### src/rtl/rc4_pkg.sv
package rc4_pkg;

    localparam int TABLE_SIZE        = 256;
    localparam int KEY_MAX_BYTES_DEF = 256;
    localparam int KEY_LEN_W         = 9;
    localparam logic [KEY_LEN_W-1:0] KEY_LEN_RESET = 9'd16;

    typedef logic [7:0] t_byte;

    typedef enum logic [1:0] {
        CMD_KEY   = 2'd0,
        CMD_START = 2'd1,
        CMD_DATA  = 2'd2,
        CMD_NONE  = 2'd3
    } t_cmd;

    typedef enum logic [3:0] {
        ST_IDLE,
        ST_KS_CLR,
        ST_KS_RD_I,
        ST_KS_RD_J,
        ST_KS_WR_I,
        ST_KS_WR_J,
        ST_DS_RD_I,
        ST_DS_RD_J,
        ST_DS_WR_I,
        ST_DS_WR_J,
        ST_DS_RD_T,
        ST_DS_OUT
    } t_state;

    typedef struct packed {
        logic  clr;
        logic  rd_en;
        t_byte rd_addr;
        logic  wr_en;
        t_byte wr_addr;
        t_byte wr_data;
    } t_perm_req;

    typedef struct packed {
        logic  rd_en;
        t_byte rd_addr;
        logic  wr_en;
        t_byte wr_addr;
        t_byte wr_data;
    } t_key_req;

endpackage

### src/rtl/rc4_key_mem.sv
module rc4_key_mem #(
    parameter int KEY_MAX_BYTES = rc4_pkg::KEY_MAX_BYTES_DEF
) (
    input  logic               i_clk,
    input  rc4_pkg::t_key_req  i_req,
    output rc4_pkg::t_byte     o_rd_data
);

    localparam int KAW = (KEY_MAX_BYTES > 1) ? $clog2(KEY_MAX_BYTES) : 1;

    rc4_pkg::t_byte r_mem [KEY_MAX_BYTES];
    rc4_pkg::t_byte r_rd_data;

    always_ff @(posedge i_clk) begin
        if (i_req.wr_en) begin
            r_mem[i_req.wr_addr[KAW-1:0]] <= i_req.wr_data;
        end
    end

    always_ff @(posedge i_clk) begin
        if (i_req.rd_en) begin
            r_rd_data <= r_mem[i_req.rd_addr[KAW-1:0]];
        end
    end

    assign o_rd_data = r_rd_data;

endmodule

### config.mk
export PLATFORM = sky130hd
export DESIGN_NAME = rc4_key_mem
export DESIGN_NICKNAME = d
export VERILOG_FILES = /design/src/rtl/rc4_pkg.sv /design/src/rtl/rc4_key_mem.sv
export SDC_FILE = /design/constraint.sdc
export NUM_CORES = 2
export LEC_CHECK = 0
export BUFFER_PORTS_ARGS = -buffer_cell sky130_fd_sc_hd__buf_4
export CELL_PAD_IN_SITES_DETAIL_PLACEMENT = 1
export CELL_PAD_IN_SITES_GLOBAL_PLACEMENT = 1
export CORE_MARGIN = 3
export CORE_UTILIZATION = 51
export CTS_CLUSTER_DIAMETER = 30
export CTS_CLUSTER_SIZE = 14
export DETAILED_ROUTE_END_ITERATION = 12
export PLACE_DENSITY_LB_ADDON = 0.1
export SETUP_SLACK_MARGIN = 0.02
export SLEW_MARGIN = 20
export SYNTH_ARGS = -nofsm -noshare
export SYNTH_HDL_FRONTEND = slang
export SYNTH_SLANG_ARGS = --single-unit
export TNS_END_PERCENT = 5
### constraint.sdc
create_clock -name i_clk -period 2.6 [get_ports i_clk]
set_input_delay 0.52 -clock i_clk [delete_from_list [all_inputs] [get_ports i_clk]]
set_output_delay 0.52 -clock i_clk [all_outputs]
set_load 0.05 [all_outputs]
==> results.md <==
- Top_reg_cell synth: edfxtp_1
- Lkg Pwr: roughly 34 nW
- Buffers on Ports: 34
- Reg clk slew, reported paths: 60 ps
- CP max stage delay: between 500 and 600 ps
- Die height: approximately 400 um
- Nets@finish: 4,703
- Clock Path Buffers: 4
- Core Region: between 150,000 and 200,000 um^2
- Status: finished clean
- Register area share after synthesis: about 78%
- Global-route usage over all layers: between 20 and 30%
- Cell Count, Final, Fillers Out: between 7,000 and 8,000
- Remaining antenna violation count: 0
- Slew @ Worst Pin: 927 ps
- Met3 Wirelength: around 19,000 um
- Hold Crit Depth: 1
- Met1 wire length: between 90,000 and 100,000 um
- Max Fanout on Critical Path: 1
- Period minus WS final: between 2000 and 3000 ps
- Async SR Flop Fraction: 0%
- Number of clock buffers inserted by TritonCTS: about 420
- Placed cell count: around 6,300
- Clk sink count: ~2,000
- Num rows: 144
- Synth Area per Inst: about 21 um^2
- Initial antenna violation count: 16
- CTS root buffer: clkbuf_16
- Mapped Cells: approximately 3,700
- Area delta synth->final: 28.0%
- Depth of the CTS H-tree: 5
- Max VDD drop: between 0.7 and 0.8 mV
- Iter 0 DRT Violations: 5,079
- Setup Viol. Count Final: 0
- I/O pin total: 35
- RSZ-0062 raised after global routing: yes
- Mapped Area: 79,600 um^2
- R2R Path End: o_rd_data[7]
- Drt first pass iters: 6
- Maxcap violations: 0
- Vias: ~44,000
- Clock Skews: approximately 66 ps
- Fin crit share: between 90 and 100%
- Yosys cell types: 54
- Routed length per instance: between 30 and 40 um
- CP Cell Sequence: mux4_2 -> mux4_2 -> nor2b_1 -> nor4_4 -> buf_4 -> nor4_1
- CTS tree: yes
- Hold Crit Class: in -> reg
- Top sig layer: met5
- DR DRC count: 0
- R2r setup slk: approximately 7.7 ps
- Total gr overflow: 0
- Slowest CP cell: mux4_2
- Starting Density: ~50%
- Via density per instance: 6.21
- RR Startpoint: r_mem[83][7]
- Final number of max-transition violations: 0
- Hold path startpoint: i_req[4]
- Met2 routed WL: roughly 120,000 um
- Crit-path leading delay family: multiplexers
- RePlAce Congestion: between 0.8 and 0.9
- DP Wirelength: about 150,000 um
- Clock Latency Late Sink: between 900 and 1000 ps
- Final hold vios: 0
- Arrival time worst endpoint: about 3300 ps
- Final hold slack: roughly 110 ps
- Worst path required time: approximately 3300 ps
- Post-CTS Setup Bufs: 0
- R2R cell count: 6
- Chip width: 401 um
- Ys Warns: 0
- Syn_nets: about 3,800
- CP Class: reg -> reg
- Startpoint types: register
- Layout cells sized above 1: about two fifths
- Finished Core Util: between 60% and 70%
- Hold Crit Endpoint: r_mem[247][4]
- Pwr/cell area: between 900 and 1000 nW/um^2
- Die area: ~160,000 um^2
- Post-synth EDFFs: 2,056
- Seq cells post-synth: just over 2,000
- Peak Freq: between 300 and 400 MHz
- Slew Limit Headroom: a little under two fifths
- Routed Wire Length: about 230,000 um
- Pin count of the biggest net entering global routing: between 100 and 150
- Vias in the first global route: 47,379
- First-pass GRT wire length: about 340,000 um
- Top cell by count, worst path: mux4_2
- Worst setup EP type: register
- CP bufs+invs: 1
flip-flops by register name (all words and copies together), names as in the netlist:
name	cells
r_mem	2048
o_rd_data	8
repair_timing:
action	in CTS	in global routing
gates resized for setup	17	12
hold endpoints to repair	33	0
hold buffers	3	0
pin swaps	1	1
setup endpoints to repair	7	8
Yosys cell counts (27+ instances only):
| master | instances | area share [%] |
|---|---|---|
| edfxtp_1 | 2056 | 78 |
| mux4_2 | 454 | 13 |
| nor2_1 | 282 | 1.3 |
| mux2i_1 | 134 | 1.7 |
| a22oi_1 | 133 | 1.3 |
| clkbuf_1 | 111 | 0.52 |
| a21oi_1 | 96 | 0.60 |
| o221ai_1 | 46 | 0.51 |
| nand3_1 | 34 | 0.21 |
| nand2_1 | 33 | 0.16 |
| buf_2 | 31 | 0.19 |
| nor2b_1 | 31 | 0.24 |
| o22ai_1 | 28 | 0.22 |
| buf_4 | 27 | 0.25 |
layer usage:
layer | track usage, % | up-vias
met3 | 5.98 | 427
met1 | 40.4 | 23423
met2 | 47.3 | 2175
li1 | - | 17774
met5 | 0 | -
met4 | 9.94 | 6
cell families (layout without fill, tap and decap cells):
kind of cell / count (synthesis) / count (layout) / synth area share [%]
buffers and inverters: 235 / 1510 / 1.83
other: 0 / 4 / 0
multiplexers: 591 / 591 / 14.6
flip-flops: 2056 / 2056 / 77.5
AO/OA/AOI/OAI: 385 / 385 / 3.42
AND/OR/NAND/NOR: 466 / 466 / 2.63
through the flow:
step / setup slack (ps) / cell area, um^2 / TNS (ps) / power, mW
5_1_grt: -43.9 / 102000 / -65.0 / 96.5
4_1_cts: 0.554 / 102000 / 0 / 94.5
6_report: 7.69 / 102000 / 0 / 93.9
2_1_floorplan: 14.5 / 79700 / 0 / 39.1
3_5_place_dp: -1290 / 87700 / -8320 / 41.3
3_3_place_gp: -1560 / 87600 / -10100 / 41.2
power breakdown:
part           total, mW  internal (mW)  switching [mW]
clock network       53.1           35.3            17.8
logic               4.09           1.62            2.47
registers           36.7           36.6          0.0654
total               93.9           73.5            20.4
cell type report:
cell class,count,area [um^2]
inverters,2,7.51
flip-flops and latches,2056,61700
clock buffers,455,10600
clock inverters,294,3380
repair buffers,759,6870
fillers,12392,52700
diodes,4,10.0
well taps,2044,2560
multi-input cells,1442,16700
placed cells by master, fill, tap and decap left out, types with 10 or more instances in the layout:
cell        count
mux2i_1       133
a211oi_1       15
clkinv_2       47
clkinv_1       39
o211ai_1       10
a221oi_1       11
buf_4         658
mux4_2        454
nor2b_1        28
inv_6          49
clkbuf_1       35
a21oi_1        96
edfxtp_1     2056
nand2_1        33
nor3_1         16
nor2_1        279
nand3_1        34
o221ai_1       45
a22oi_1       133
buf_12         88
clkinv_4       42
bufinv_16      57
clkinvlp_4     54
o22ai_1        28
nor4_1         16
nand4_1        10
clkbuf_16     420
worst max-delay path by stage:
stage	start	endpoint	slack [ps]	depth (start not counted)
2_1_floorplan	i_req[17]	o_rd_data[2]	10	9
3_3_place_gp	i_req[17]	o_rd_data[2]	-1560	8
3_5_place_dp	i_req[17]	o_rd_data[3]	-1290	9
4_1_cts	i_req[17]	o_rd_data[4]	0.6	9
5_1_grt	i_req[17]	o_rd_data[4]	-40	9
6_report	r_mem[83][7]	o_rd_data[7]	8	6
No activity file was read; power rests on OpenSTA's default activity.
