<file path="src/rtl/rc4_pkg.sv">
package rc4_pkg;

    localparam int TABLE_SIZE        = 256;
    localparam int KEY_MAX_BYTES_DEF = 256;
    localparam int KEY_LEN_W         = 9;
    localparam logic [KEY_LEN_W-1:0] KEY_LEN_RESET = 9'd16;

    typedef logic [7:0] t_byte;

    typedef enum logic [1:0] {
        CMD_KEY   = 2'd0,
        CMD_START = 2'd1,
        CMD_DATA  = 2'd2,
        CMD_NONE  = 2'd3
    } t_cmd;

    typedef enum logic [3:0] {
        ST_IDLE,
        ST_KS_CLR,
        ST_KS_RD_I,
        ST_KS_RD_J,
        ST_KS_WR_I,
        ST_KS_WR_J,
        ST_DS_RD_I,
        ST_DS_RD_J,
        ST_DS_WR_I,
        ST_DS_WR_J,
        ST_DS_RD_T,
        ST_DS_OUT
    } t_state;

    typedef struct packed {
        logic  clr;
        logic  rd_en;
        t_byte rd_addr;
        logic  wr_en;
        t_byte wr_addr;
        t_byte wr_data;
    } t_perm_req;

    typedef struct packed {
        logic  rd_en;
        t_byte rd_addr;
        logic  wr_en;
        t_byte wr_addr;
        t_byte wr_data;
    } t_key_req;

endpackage

</file>
<file path="src/rtl/rc4_perm_mem.sv">
module rc4_perm_mem (
    input  logic                i_clk,
    input  logic                i_rst_n,
    input  rc4_pkg::t_perm_req  i_req,
    output rc4_pkg::t_byte      o_rd_data
);

    rc4_pkg::t_byte                        r_mem [rc4_pkg::TABLE_SIZE];
    logic [rc4_pkg::TABLE_SIZE-1:0]        r_valid;
    rc4_pkg::t_byte                        r_rd_data;
    rc4_pkg::t_byte                        r_rd_addr;
    logic                                  r_rd_vld;

    // entries not yet written since reset or clear read as identity
    always_ff @(posedge i_clk) begin
        if (!i_rst_n || i_req.clr) begin
            r_valid <= '0;
        end else if (i_req.wr_en) begin
            r_valid[i_req.wr_addr] <= 1'b1;
        end
    end

    always_ff @(posedge i_clk) begin
        if (i_req.wr_en) begin
            r_mem[i_req.wr_addr] <= i_req.wr_data;
        end
    end

    always_ff @(posedge i_clk) begin
        if (i_req.rd_en) begin
            r_rd_data <= r_mem[i_req.rd_addr];
            r_rd_vld  <= r_valid[i_req.rd_addr];
            r_rd_addr <= i_req.rd_addr;
        end
    end

    assign o_rd_data = r_rd_vld ? r_rd_data : r_rd_addr;

endmodule

</file>
<file path="config.mk">
export PLATFORM = sky130hd
export DESIGN_NAME = rc4_perm_mem
export DESIGN_NICKNAME = d
export VERILOG_FILES = /design/src/rtl/rc4_pkg.sv /design/src/rtl/rc4_perm_mem.sv
export SDC_FILE = /design/constraint.sdc
export NUM_CORES = 2
export LEC_CHECK = 0
export BUFFER_PORTS_ARGS = -buffer_cell sky130_fd_sc_hd__buf_2
export CAP_MARGIN = 20
export CORE_MARGIN = 5
export CORE_UTILIZATION = 63
export CTS_CLUSTER_DIAMETER = 120
export DETAILED_ROUTE_END_ITERATION = 7
export MAX_ROUTING_LAYER = met4
export PLACE_DENSITY = 0.82
export SETUP_SLACK_MARGIN = 0.02
export SLEW_MARGIN = 20
export SYNTH_ARGS = -nofsm -noshare
export SYNTH_HDL_FRONTEND = slang
export SYNTH_SLANG_ARGS = --single-unit
export TNS_END_PERCENT = 30
</file>
<file path="constraint.sdc">
create_clock -name i_clk -period 3.05 [get_ports i_clk]
set_input_delay 0.305 -clock i_clk [delete_from_list [all_inputs] [get_ports i_clk]]
set_output_delay 0.305 -clock i_clk [all_outputs]
set_load 0.01 [all_outputs]
</file>
==> impl_metrics.xml <==
<?xml version="1.0" encoding="UTF-8"?>
<metrics>
  <group name="detailed_routing">
    <metric name="routed_wl" unit="mm">241.9</metric>
    <metric name="ant_nets" unit="">0</metric>
    <metric name="routed_length_per_placed_instance" unit="um">33.50</metric>
    <metric name="drc_violation_count_after_routing" unit="">0</metric>
    <metric name="drt_pre_antenna_iters" unit="">6</metric>
    <metric name="viasPerCell" unit="">7.029</metric>
    <metric name="route.vias.total" unit="">50760</metric>
    <metric name="initialDrtViolationCount" unit="">8799</metric>
  </group>
  <group name="clocking">
    <metric name="cts_tree" unit="">built</metric>
    <metric name="clkTransAtPathRegs" unit="ns">0.06</metric>
    <metric name="worst_skew_pair.late_latency" unit="ns">0.84</metric>
    <metric name="postCtsSetupBuffers" unit="">0</metric>
    <metric name="cts_buffers" unit="">215</metric>
    <metric name="ctsRootBufferMaster" unit="">sky130_fd_sc_hd__clkbuf_16</metric>
    <metric name="clk_path_buf_depth" unit="">3</metric>
    <metric name="htreeDepth" unit="">4</metric>
    <metric name="clock_sink_count" unit="">2321</metric>
  </group>
  <group name="floorplan">
    <metric name="die_area" unit="um^2">149700</metric>
    <metric name="core_region_area" unit="um^2">141400</metric>
    <metric name="die-height" unit="um">386.9</metric>
    <metric name="total_i_o_pin_count" unit="">37</metric>
    <metric name="die_w" unit="um">386.9</metric>
    <metric name="initial_core_util" unit="%">63.28</metric>
    <metric name="row_count" unit="">138</metric>
  </group>
  <group name="finish">
    <metric name="final_cells" unit="">7221</metric>
    <metric name="fraction_of_final_layout_cells_with_drive_strength_greater_than_1" unit="%">27.32</metric>
    <metric name="final_core_util" unit="%">72.40</metric>
    <metric name="layout.cells.most_common" unit="">sky130_fd_sc_hd__edfxtp_1</metric>
    <metric name="layout.nets" unit="">5144</metric>
    <metric name="mostFrequentLayoutCells" unit="">sky130_fd_sc_hd__edfxtp_1 (2065), sky130_fd_sc_hd__nor2_1 (723), sky130_fd_sc_hd__mux4_2 (515), sky130_fd_sc_hd__buf_4 (455), sky130_fd_sc_hd__dfxtp_1 (256)</metric>
    <metric name="synthToLayoutAreaGrowth" unit="%">14.41</metric>
  </group>
  <group name="logic_synthesis">
    <metric name="synth-async-reset-ratio" unit="%">0</metric>
    <metric name="synthDominantAreaCellType" unit="">sky130_fd_sc_hd__edfxtp_1</metric>
    <metric name="ys_seq_area_share" unit="%">75.02</metric>
    <metric name="synth_enable_flop_cells" unit="">2065</metric>
    <metric name="syn_avg_cell_area" unit="um^2">19.35</metric>
    <metric name="syn-num-nets" unit="">4654</metric>
    <metric name="synth.top_cells.by_area" unit="">sky130_fd_sc_hd__edfxtp_1 (69%), sky130_fd_sc_hd__mux4_2 (13%), sky130_fd_sc_hd__dfxtp_1 (5.7%)</metric>
    <metric name="yosys_register_bits" unit="">2321</metric>
    <metric name="ys.warnings.count" unit="">0</metric>
    <metric name="syn_inst" unit="">4625</metric>
    <metric name="yosysTopAreaCellShare" unit="%">69.29</metric>
    <metric name="synth-main-ff-cell" unit="">sky130_fd_sc_hd__edfxtp_1</metric>
    <metric name="syn_area" unit="um^2">89490</metric>
    <metric name="synth_cell_types" unit="">60</metric>
  </group>
  <group name="setup_path">
    <metric name="max_stage_delay" unit="ns">0.89</metric>
    <metric name="critical_path.top_delay_family" unit="">compound AO/OA/AOI/OAI gates</metric>
    <metric name="r2r_setup_slack" unit="ns">-0.03</metric>
    <metric name="worstSetupStartpoint" unit="">r_mem[158][4]</metric>
    <metric name="critical_path_buf_inv_count" unit="">0</metric>
    <metric name="cp_max_fo" unit="">1</metric>
    <metric name="worst-endpoint-required" unit="ns">3.59</metric>
    <metric name="timing.rr.start" unit="">r_mem[158][4]</metric>
    <metric name="critical_path_class" unit="">flip-flop to flip-flop</metric>
    <metric name="worst_setup_path_start_kind" unit="">flip-flop</metric>
    <metric name="setup.worst_path.end_class" unit="">flip-flop</metric>
    <metric name="timing.rr.end" unit="">r_rd_data[4]</metric>
    <metric name="timing.critical_path.depth" unit="">6</metric>
    <metric name="reg2regPathDepth" unit="">6</metric>
    <metric name="worst-endpoint-arrival" unit="ns">3.63</metric>
    <metric name="crit_path_end" unit="">r_rd_data[4]</metric>
    <metric name="slowest_stage" unit="">sky130_fd_sc_hd__a211oi_1</metric>
    <metric name="cp_cell_sequence" unit="">mux4_2 -&gt; a22o_1 -&gt; a221oi_1 -&gt; o22ai_1 -&gt; a211oi_1 -&gt; nor4_1</metric>
  </group>
  <group name="outcome">
    <metric name="run_status" unit="">finished, violations left</metric>
    <metric name="failed_checks" unit="">setup timing</metric>
  </group>
  <group name="power">
    <metric name="power.density" unit="nW/um^2">640.9</metric>
    <metric name="power.static_leakage" unit="nW">33.35</metric>
    <metric name="total_power" unit="mW">65.62</metric>
    <metric name="irDropWorstVdd" unit="mV">0.4791</metric>
  </group>
  <group name="sta">
    <metric name="final_hold_viol_count" unit="">0</metric>
    <metric name="skew" unit="ns">0.03105</metric>
    <metric name="timing.final.crit_share" unit="%">101.1</metric>
    <metric name="rsz0062_at_grt" unit="">false</metric>
    <metric name="final-setup-viol-count" unit="">1</metric>
    <metric name="slew_violations" unit="">0</metric>
    <metric name="timing.max_slew.rel_slack" unit="%">15.00</metric>
    <metric name="worst_pin_slew" unit="ns">1.255</metric>
    <metric name="max_freq" unit="MHz">324.3</metric>
    <metric name="layout_min_cycle_time" unit="ns">3.083</metric>
    <metric name="fin_ws" unit="ns">-0.03329</metric>
  </group>
  <group name="worst_hold_path">
    <metric name="hold_removal_path_class" unit="">primary input to flip-flop</metric>
    <metric name="worstHoldPathCells" unit="">1</metric>
    <metric name="timing.hold.worst.start" unit="">i_req[3]</metric>
  </group>
  <group name="global_route">
    <metric name="grt_antenna_before_repair" unit="">20</metric>
    <metric name="vias_in_the_first_global_route" unit="">50840</metric>
    <metric name="grt_remaining_overflow" unit="">0</metric>
    <metric name="global_route.usage.total" unit="%">33.04</metric>
    <metric name="grt_pass1_wl" unit="mm">350.2</metric>
    <metric name="grt_start_max_net_pins" unit="">149</metric>
  </group>
  <group name="placed_design">
    <metric name="io_buffers" unit="">36</metric>
    <metric name="gp_routability_congestion" unit="">0.8847</metric>
    <metric name="place.detailed.instances" unit="">6781</metric>
    <metric name="detailed_placement_hpwl" unit="mm">142.0</metric>
  </group>
  <group name="job">
    <metric name="drv.max_cap_violation_count" unit="">0</metric>
  </group>
</metrics>
## power breakdown
part	total [mW]	leakage (nW)	internal [mW]	switching (mW)
logic	3.40	9.16	1.25	2.15
registers	34.7	20.6	34.6	0.0520
clock network	27.5	3.56	15.7	11.8
## area by class of cell
| type | instances | area [um^2] |
|---|---|---|
| diodes | 23 | 57.56 |
| clock buffers | 307 | 6061 |
| clock inverters | 103 | 1199 |
| fillers | 7315 | 39030 |
| inverters | 2 | 7.507 |
| multi-input cells | 2018 | 20600 |
| flip-flops and latches | 2321 | 67130 |
| well taps | 1890 | 2365 |
| repair buffers | 557 | 4967 |
## timing repair
| action | CTS | global route |
|---|---|---|
| hold buffers | 7 | 0 |
| endpoints found under the hold margin | 79 | 0 |
| resized for setup | 0 | 4 |
| endpoints found under the setup margin | 0 | 4 |
## logic make-up (layout without fill, tap and decap cells)
group	Yosys count	after routing	synth area share, %
flops	2321	2321	75.02
compound gates	424	424	3.616
other cells	0	23	0
simple gates	899	899	4.136
buf+inv	286	969	2.083
mux	695	695	15.15
## state kept, by name, indices dropped and copies added, names as in the netlist
name,count
r_rd_vld,1
r_mem,2048
r_rd_data,8
r_valid,256
r_rd_addr,8
## cells in the mapped netlist (all sizes together) (2+ instances only)
library cell	n
nor3	22
and2	17
mux2i	163
nand3b	2
a22o	38
nor2	726
clkbuf	132
a21boi	6
mux2	8
nand2b	10
a21oi	67
a22oi	89
nand2	32
o21ba	29
inv	2
o211ai	7
buf	150
dfxtp	256
or2	3
nand3	24
o21ai	3
a211oi	37
mux4	524
a221oi	42
edfxtp	2065
nor4	20
o32ai	2
and3b	2
o221ai	57
o22ai	37
nand4	8
o31ai	2
nor2b	27
## metrics by stage
step	area, um^2	hold WS [ns]	worst slack, ns	TNS [ns]
detailed placement	94970	0.4504	-0.6052	-3.465
finish	102400	0.08668	-0.03329	-0.03329
global placement	94950	0.4418	-0.6392	-3.785
global route	102400	0.1025	0.04768	0
floorplan	89490	0.4039	0.6502	0
CTS	102300	0.04511	0.1004	0
## metal layers
| layer | up-vias | share of wire (%) | global-route usage, % |
|---|---|---|---|
| li1 | 19700 | - | - |
| met1 | 25730 | 33 | 42.99 |
| met2 | 4505 | 48 | 49.89 |
| met3 | 821 | 14 | 8.604 |
| met4 | 0 | 5.5 | 15.31 |
| met5 | - | 0 | - |
## worst min-delay path by stage
stage / to / slack (ns)
2_1_floorplan: r_mem[0][0] / 0.40
3_3_place_gp: r_valid[174] / 0.44
3_5_place_dp: r_valid[172] / 0.45
4_1_cts: r_mem[48][6] / 0.05
5_1_grt: r_mem[48][6] / 0.10
6_report: r_mem[226][3] / 0.09
Note: power is estimated with default switching activity, not from simulation.
