===== src/rtl/rc4_pkg.sv =====
package rc4_pkg;

    localparam int TABLE_SIZE        = 256;
    localparam int KEY_MAX_BYTES_DEF = 256;
    localparam int KEY_LEN_W         = 9;
    localparam logic [KEY_LEN_W-1:0] KEY_LEN_RESET = 9'd16;

    typedef logic [7:0] t_byte;

    typedef enum logic [1:0] {
        CMD_KEY   = 2'd0,
        CMD_START = 2'd1,
        CMD_DATA  = 2'd2,
        CMD_NONE  = 2'd3
    } t_cmd;

    typedef enum logic [3:0] {
        ST_IDLE,
        ST_KS_CLR,
        ST_KS_RD_I,
        ST_KS_RD_J,
        ST_KS_WR_I,
        ST_KS_WR_J,
        ST_DS_RD_I,
        ST_DS_RD_J,
        ST_DS_WR_I,
        ST_DS_WR_J,
        ST_DS_RD_T,
        ST_DS_OUT
    } t_state;

    typedef struct packed {
        logic  clr;
        logic  rd_en;
        t_byte rd_addr;
        logic  wr_en;
        t_byte wr_addr;
        t_byte wr_data;
    } t_perm_req;

    typedef struct packed {
        logic  rd_en;
        t_byte rd_addr;
        logic  wr_en;
        t_byte wr_addr;
        t_byte wr_data;
    } t_key_req;

endpackage


===== src/rtl/rc4_ctrl.sv =====
module rc4_ctrl #(
    parameter int KEY_MAX_BYTES = rc4_pkg::KEY_MAX_BYTES_DEF
) (
    input  logic                              i_clk,
    input  logic                              i_rst_n,
    input  logic [rc4_pkg::KEY_LEN_W-1:0]     i_key_len,
    input  logic                              i_in_valid,
    output logic                              o_in_ready,
    input  rc4_pkg::t_cmd                     i_command,
    input  rc4_pkg::t_byte                    i_key_index,
    input  rc4_pkg::t_byte                    i_byte_value,
    output logic                              o_out_valid,
    input  logic                              i_out_ready,
    output rc4_pkg::t_byte                    o_out_byte,
    output rc4_pkg::t_perm_req                o_perm_req,
    input  rc4_pkg::t_byte                    i_perm_rd,
    output rc4_pkg::t_key_req                 o_key_req,
    input  rc4_pkg::t_byte                    i_key_rd
);

    localparam int KAW = (KEY_MAX_BYTES > 1) ? $clog2(KEY_MAX_BYTES) : 1;
    localparam logic [rc4_pkg::KEY_LEN_W-1:0] KEY_MAX_L =
        rc4_pkg::KEY_LEN_W'(KEY_MAX_BYTES);

    rc4_pkg::t_state  r_state, n_state;
    rc4_pkg::t_byte   r_n, n_n;
    logic [KAW-1:0]   r_k, n_k;
    rc4_pkg::t_byte   r_i, n_i;
    rc4_pkg::t_byte   r_j, n_j;
    rc4_pkg::t_byte   r_si, n_si;
    rc4_pkg::t_byte   r_sj, n_sj;
    rc4_pkg::t_byte   r_data, n_data;
    logic             r_out_valid, n_out_valid;
    rc4_pkg::t_byte   r_out_byte, n_out_byte;

    logic [rc4_pkg::KEY_LEN_W-1:0] eff_len;
    logic [rc4_pkg::KEY_LEN_W-1:0] k_inc;
    logic                          in_xfer;
    logic                          out_free;
    rc4_pkg::t_byte                jn;

    always_comb begin
        if (i_key_len == '0) begin
            eff_len = rc4_pkg::KEY_LEN_W'(1);
        end else if (i_key_len > KEY_MAX_L) begin
            eff_len = KEY_MAX_L;
        end else begin
            eff_len = i_key_len;
        end
    end

    assign k_inc    = rc4_pkg::KEY_LEN_W'(r_k) + rc4_pkg::KEY_LEN_W'(1);
    assign in_xfer  = i_in_valid && (r_state == rc4_pkg::ST_IDLE);
    assign out_free = !r_out_valid || i_out_ready;

    always_comb begin
        n_state = r_state;
        case (r_state)
            rc4_pkg::ST_IDLE: begin
                if (in_xfer && i_command == rc4_pkg::CMD_START) begin
                    n_state = rc4_pkg::ST_KS_CLR;
                end else if (in_xfer && i_command == rc4_pkg::CMD_DATA) begin
                    n_state = rc4_pkg::ST_DS_RD_I;
                end
            end
            rc4_pkg::ST_KS_CLR:  n_state = rc4_pkg::ST_KS_RD_I;
            rc4_pkg::ST_KS_RD_I: n_state = rc4_pkg::ST_KS_RD_J;
            rc4_pkg::ST_KS_RD_J: n_state = rc4_pkg::ST_KS_WR_I;
            rc4_pkg::ST_KS_WR_I: n_state = rc4_pkg::ST_KS_WR_J;
            rc4_pkg::ST_KS_WR_J: begin
                n_state = (r_n == 8'hFF) ? rc4_pkg::ST_IDLE : rc4_pkg::ST_KS_RD_I;
            end
            rc4_pkg::ST_DS_RD_I: n_state = rc4_pkg::ST_DS_RD_J;
            rc4_pkg::ST_DS_RD_J: n_state = rc4_pkg::ST_DS_WR_I;
            rc4_pkg::ST_DS_WR_I: n_state = rc4_pkg::ST_DS_WR_J;
            rc4_pkg::ST_DS_WR_J: n_state = rc4_pkg::ST_DS_RD_T;
            rc4_pkg::ST_DS_RD_T: n_state = rc4_pkg::ST_DS_OUT;
            rc4_pkg::ST_DS_OUT: begin
                if (out_free) begin
                    n_state = rc4_pkg::ST_IDLE;
                end
            end
            default: n_state = rc4_pkg::ST_IDLE;
        endcase
    end

    always_comb begin
        n_n         = r_n;
        n_k         = r_k;
        n_i         = r_i;
        n_j         = r_j;
        n_si        = r_si;
        n_sj        = r_sj;
        n_data      = r_data;
        n_out_byte  = r_out_byte;
        n_out_valid = r_out_valid && !i_out_ready;
        o_in_ready  = (r_state == rc4_pkg::ST_IDLE);
        o_perm_req  = '0;
        o_key_req   = '0;
        jn          = '0;
        case (r_state)
            rc4_pkg::ST_IDLE: begin
                if (in_xfer && i_command == rc4_pkg::CMD_KEY) begin
                    o_key_req.wr_en   = ({1'b0, i_key_index} < KEY_MAX_L);
                    o_key_req.wr_addr = i_key_index;
                    o_key_req.wr_data = i_byte_value;
                end
                if (in_xfer && i_command == rc4_pkg::CMD_DATA) begin
                    n_data = i_byte_value;
                    n_i    = r_i + 8'd1;
                end
            end
            rc4_pkg::ST_KS_CLR: begin
                o_perm_req.clr = 1'b1;
                n_n = '0;
                n_k = '0;
                n_j = '0;
            end
            rc4_pkg::ST_KS_RD_I: begin
                o_perm_req.rd_en   = 1'b1;
                o_perm_req.rd_addr = r_n;
                o_key_req.rd_en    = 1'b1;
                o_key_req.rd_addr  = 8'(r_k);
            end
            rc4_pkg::ST_KS_RD_J: begin
                jn                 = r_j + i_perm_rd + i_key_rd;
                n_si               = i_perm_rd;
                n_j                = jn;
                o_perm_req.rd_en   = 1'b1;
                o_perm_req.rd_addr = jn;
            end
            rc4_pkg::ST_KS_WR_I: begin
                o_perm_req.wr_en   = 1'b1;
                o_perm_req.wr_addr = r_n;
                o_perm_req.wr_data = i_perm_rd;
            end
            rc4_pkg::ST_KS_WR_J: begin
                o_perm_req.wr_en   = 1'b1;
                o_perm_req.wr_addr = r_j;
                o_perm_req.wr_data = r_si;
                n_n = r_n + 8'd1;
                n_k = (k_inc >= eff_len) ? '0 : KAW'(k_inc);
                if (r_n == 8'hFF) begin
                    n_i = '0;
                    n_j = '0;
                end
            end
            rc4_pkg::ST_DS_RD_I: begin
                o_perm_req.rd_en   = 1'b1;
                o_perm_req.rd_addr = r_i;
            end
            rc4_pkg::ST_DS_RD_J: begin
                jn                 = r_j + i_perm_rd;
                n_si               = i_perm_rd;
                n_j                = jn;
                o_perm_req.rd_en   = 1'b1;
                o_perm_req.rd_addr = jn;
            end
            rc4_pkg::ST_DS_WR_I: begin
                n_sj               = i_perm_rd;
                o_perm_req.wr_en   = 1'b1;
                o_perm_req.wr_addr = r_i;
                o_perm_req.wr_data = i_perm_rd;
            end
            rc4_pkg::ST_DS_WR_J: begin
                o_perm_req.wr_en   = 1'b1;
                o_perm_req.wr_addr = r_j;
                o_perm_req.wr_data = r_si;
            end
            rc4_pkg::ST_DS_RD_T: begin
                o_perm_req.rd_en   = 1'b1;
                o_perm_req.rd_addr = r_si + r_sj;
            end
            rc4_pkg::ST_DS_OUT: begin
                if (out_free) begin
                    n_out_valid = 1'b1;
                    n_out_byte  = r_data ^ i_perm_rd;
                end
            end
            default: begin
                o_in_ready = 1'b0;
            end
        endcase
    end

    always_ff @(posedge i_clk) begin
        if (!i_rst_n) begin
            r_state     <= rc4_pkg::ST_IDLE;
            r_i         <= '0;
            r_j         <= '0;
            r_out_valid <= 1'b0;
        end else begin
            r_state     <= n_state;
            r_i         <= n_i;
            r_j         <= n_j;
            r_out_valid <= n_out_valid;
        end
    end

    always_ff @(posedge i_clk) begin
        r_n        <= n_n;
        r_k        <= n_k;
        r_si       <= n_si;
        r_sj       <= n_sj;
        r_data     <= n_data;
        r_out_byte <= n_out_byte;
    end

    assign o_out_valid = r_out_valid;
    assign o_out_byte  = r_out_byte;

endmodule


===== config.mk =====
export PLATFORM = sky130hd
export DESIGN_NAME = rc4_ctrl
export DESIGN_NICKNAME = d
export VERILOG_FILES = /design/src/rtl/rc4_pkg.sv /design/src/rtl/rc4_ctrl.sv
export SDC_FILE = /design/constraint.sdc
export NUM_CORES = 1
export LEC_CHECK = 0
export BUFFER_PORTS_ARGS = -buffer_cell sky130_fd_sc_hd__buf_4
export CAP_MARGIN = 0
export CORE_MARGIN = 2
export CORE_UTILIZATION = 59
export CTS_CLUSTER_SIZE = 25
export DETAILED_ROUTE_END_ITERATION = 12
export HOLD_SLACK_MARGIN = 0.12
export PLACE_DENSITY = 0.84
export SLEW_MARGIN = 20
export SYNTH_ARGS = -nofsm -noshare
export SYNTH_HDL_FRONTEND = slang
export SYNTH_SLANG_ARGS = --single-unit

===== constraint.sdc =====
create_clock -name i_clk -period 7.9 [get_ports i_clk]
set_input_delay 0.395 -clock i_clk [delete_from_list [all_inputs] [get_ports i_clk]]
set_output_delay 0.395 -clock i_clk [all_outputs]
set_load 0.03 [all_outputs]

==> impl_metrics.tcl <==
set metrics [dict create \
    synth_edf_count 48 \
    place_hpwl_mm 10.0 \
    finalCritPeriodShare_pct 54.6 \
    grt_pass1_vias 4145 \
    routed-via-count 4275 \
    num_io_pins 110 \
    cellPowerDensity_nw_per_um2 268 \
    finalClockSkew_ns 0.0116 \
    layout.nets 671 \
    whs_path_depth 1 \
    cp.required_ns 7.51 \
    wl_mm 13.0 \
    rows 32 \
    hold_end "r_data[2]" \
    yosys_most_used_dff "edfxtp_1" \
    mostFrequentLayoutCells "111 x buf_4, 48 x edfxtp_1, 41 x nor2_1" \
    coreArea_um2 7770 \
    syn_nets 565 \
    peakVddDrop_mv 0.176 \
    worst_setup_path_start_kind "register" \
    postCtsHoldBufs 0 \
    antenna_found_initial 0 \
    grt_first_pass_wirelength_mm 20.2 \
    n_antenna_cell 0 \
    cts_sinks 69 \
    ys_warn_count 0 \
    ys_ff_latch 69 \
    drive_above_1_share_pct 25.5 \
    antenna_left 0 \
    max_stage_delay_ns 0.38 \
    fin_tns_setup_ns 0 \
    gp_congestion 0.948 \
    hold_start "i_byte_value[2]" \
    rsz0062_at_grt "no" \
    path_clk_slew_ns 0.08 \
    async_flop_share_pct 0 \
    ctsHtreeMaxLevel 3 \
    start_util_pct 61.2 \
    worstPathCellList "ha_1, inv_1, fa_1, nor2b_1, o31a_1, or2_2, a21oi_1, xnor2_1, ha_1, a21o_1, a221oi_1, o211ai_1, xnor2_1, a221o_1, buf_4" \
    min_path_type "in2reg" \
    yosysSeqAreaShare_pct 39.2 \
    fin_crit_ns 4.31 \
    rrSetupSlack_ns 4.52 \
    gr-total-overflow 0 \
    portBuffers 109 \
    crit_path_max_fanout 6 \
    via_per_inst 6.15 \
    crit_type "reg2out" \
    die_w_um 93.7 \
    synth_area_per_cell_um2 9.86 \
    cts.path.max_buffers 2 \
    critPathSlowestCell "a221o_1" \
    hold_viol 0 \
    setup_viol 0 \
    end_kind "output pin" \
    drt_iter0_markers 591 \
    grt_max_degree 22 \
    die_area_um2 8790 \
    drtPass1Iterations 8 \
    drc 0 \
    leakage_nw 2.52 \
    synth_area_um2 4750 \
    maxSlewHeadroom_pct 44.9 \
    area_delta_synth_final_pct 23.5 \
    worst-r2r-cell-count 14 \
    wl_per_cell_um 18.7 \
    status "complete, no violations" \
    clock-root-buffer "clkbuf_8" \
    maxSlewViolCount 0 \
    max_freq_mhz 232 \
    r2r-start "r_j[0]" \
    cts_tree "done" \
    yosysUniqueCellTypes 65 \
    finalPower_mw 1.57 \
    dieHeight_um 93.7 \
    cp_data_arrival_time_ns 3.92 \
    cap_violations 0 \
    post_cts_buffers 0 \
    cts_resized 0 \
    clkLatencyLatePin_ns 0.35 \
    final_common_cell "buf_4" \
    syn_inst 482 \
    cts_buffers 9 \
    reg2reg_to "r_j[7]" \
    grt.total_usage_pct 29.9 \
    worstMarginPinSlew_ns 0.826 \
]
## registers in the layout, summed over array words and instances, names as in the netlist
register	cells
r_state	4
r_n	8
o_out_byte	8
o_out_valid	1
r_j	8
r_data	8
r_k	8
r_si	8
r_i	8
r_sj	8
## cell type report
| class | count | area, um2 |
|---|---|---|
| Tap cell | 102 | 128 |
| Clock inverter | 6 | 113 |
| Clock buffer | 10 | 128 |
| Timing Repair Buffer | 111 | 833 |
| Fill cell | 557 | 1900 |
| Inverter | 19 | 73.8 |
| Multi-Input combinational cell | 378 | 2730 |
| Sequential cell | 69 | 1860 |
## synthesized netlist by cell type (8+ instances only)
cell,instances,area [um2]
a21boi_0,13,97.6
a21oi_1,20,100
edfxtp_1,48,1440
nand3_1,14,70.1
and2_1,16,100
nor2_1,42,158
clkbuf_1,8,30.0
o21ai_0,16,80.1
nor3_1,8,40.0
xor2_1,26,228
xnor2_1,17,149
ha_1,33,413
inv_1,16,60.1
a21o_1,8,60.1
a22o_1,9,78.8
dfxtp_1,21,420
and3_1,17,106
a222oi_1,10,100
nand2_1,34,128
## worst max-delay path, delay by kind of cell (launching register included)
family	cells	cell delay (ns)
and+or+nand+nor	2	0.36
AOI/OAI and AO/OA	6	1.53
adders and majority gates	3	0.75
xor gates and xnor gates	2	0.37
DFF	1	0.33
buffers and inverters	2	0.25
## cell families after synthesis
group	share of synthesized area [%]
DFF	39.2
xor gates and xnor gates	7.93
muxes	0.421
AOI/OAI and AO/OA	18.8
and+or+nand+nor	20.3
adders and majority gates	9.95
buffers and inverters	3.42
## stage by stage
step / cells / hold WS (ns) / util (%) / area (um2) / worst slack (ns)
2_1_floorplan: 482 / 0.451 / - / 4750 / 4.28
3_3_place_gp: 679 / 0.474 / 72.4 / 5620 / 3.86
3_5_place_dp: 679 / 0.483 / 72.4 / 5620 / 3.77
4_1_cts: 695 / 0.220 / 75.5 / 5860 / 3.64
5_1_grt: 695 / 0.217 / 75.5 / 5870 / 3.41
6_report: 695 / 0.229 / 75.5 / 5870 / 3.59
## metal layers
metal  global-route usage [%]  up-vias  wire length, um
met2                     49.4      201             6400
met4                     13.3        0              440
met5                        0        -                0
li1                         -     2005                -
met3                     4.90       43             1020
met1                     38.7     2026             5100
## worst max-delay path by stage
stage,depth (start not counted),from,to
final,15,r_j[0],o_perm_req[24]
after global routing,15,r_j[0],o_perm_req[24]
after CTS,15,r_j[0],o_perm_req[24]
after detailed placement,16,i_perm_rd[0],o_perm_req[24]
after global placement,16,i_perm_rd[0],o_perm_req[24]
after floorplan,14,i_perm_rd[0],o_perm_req[24]
## report_power, final
| group | internal, mW | switching, mW |
|---|---|---|
| Combinational | 0.276 | 0.421 |
| Clock | 0.211 | 0.146 |
| Sequential | 0.439 | 0.0809 |
(Power assumes the default switching activity.)
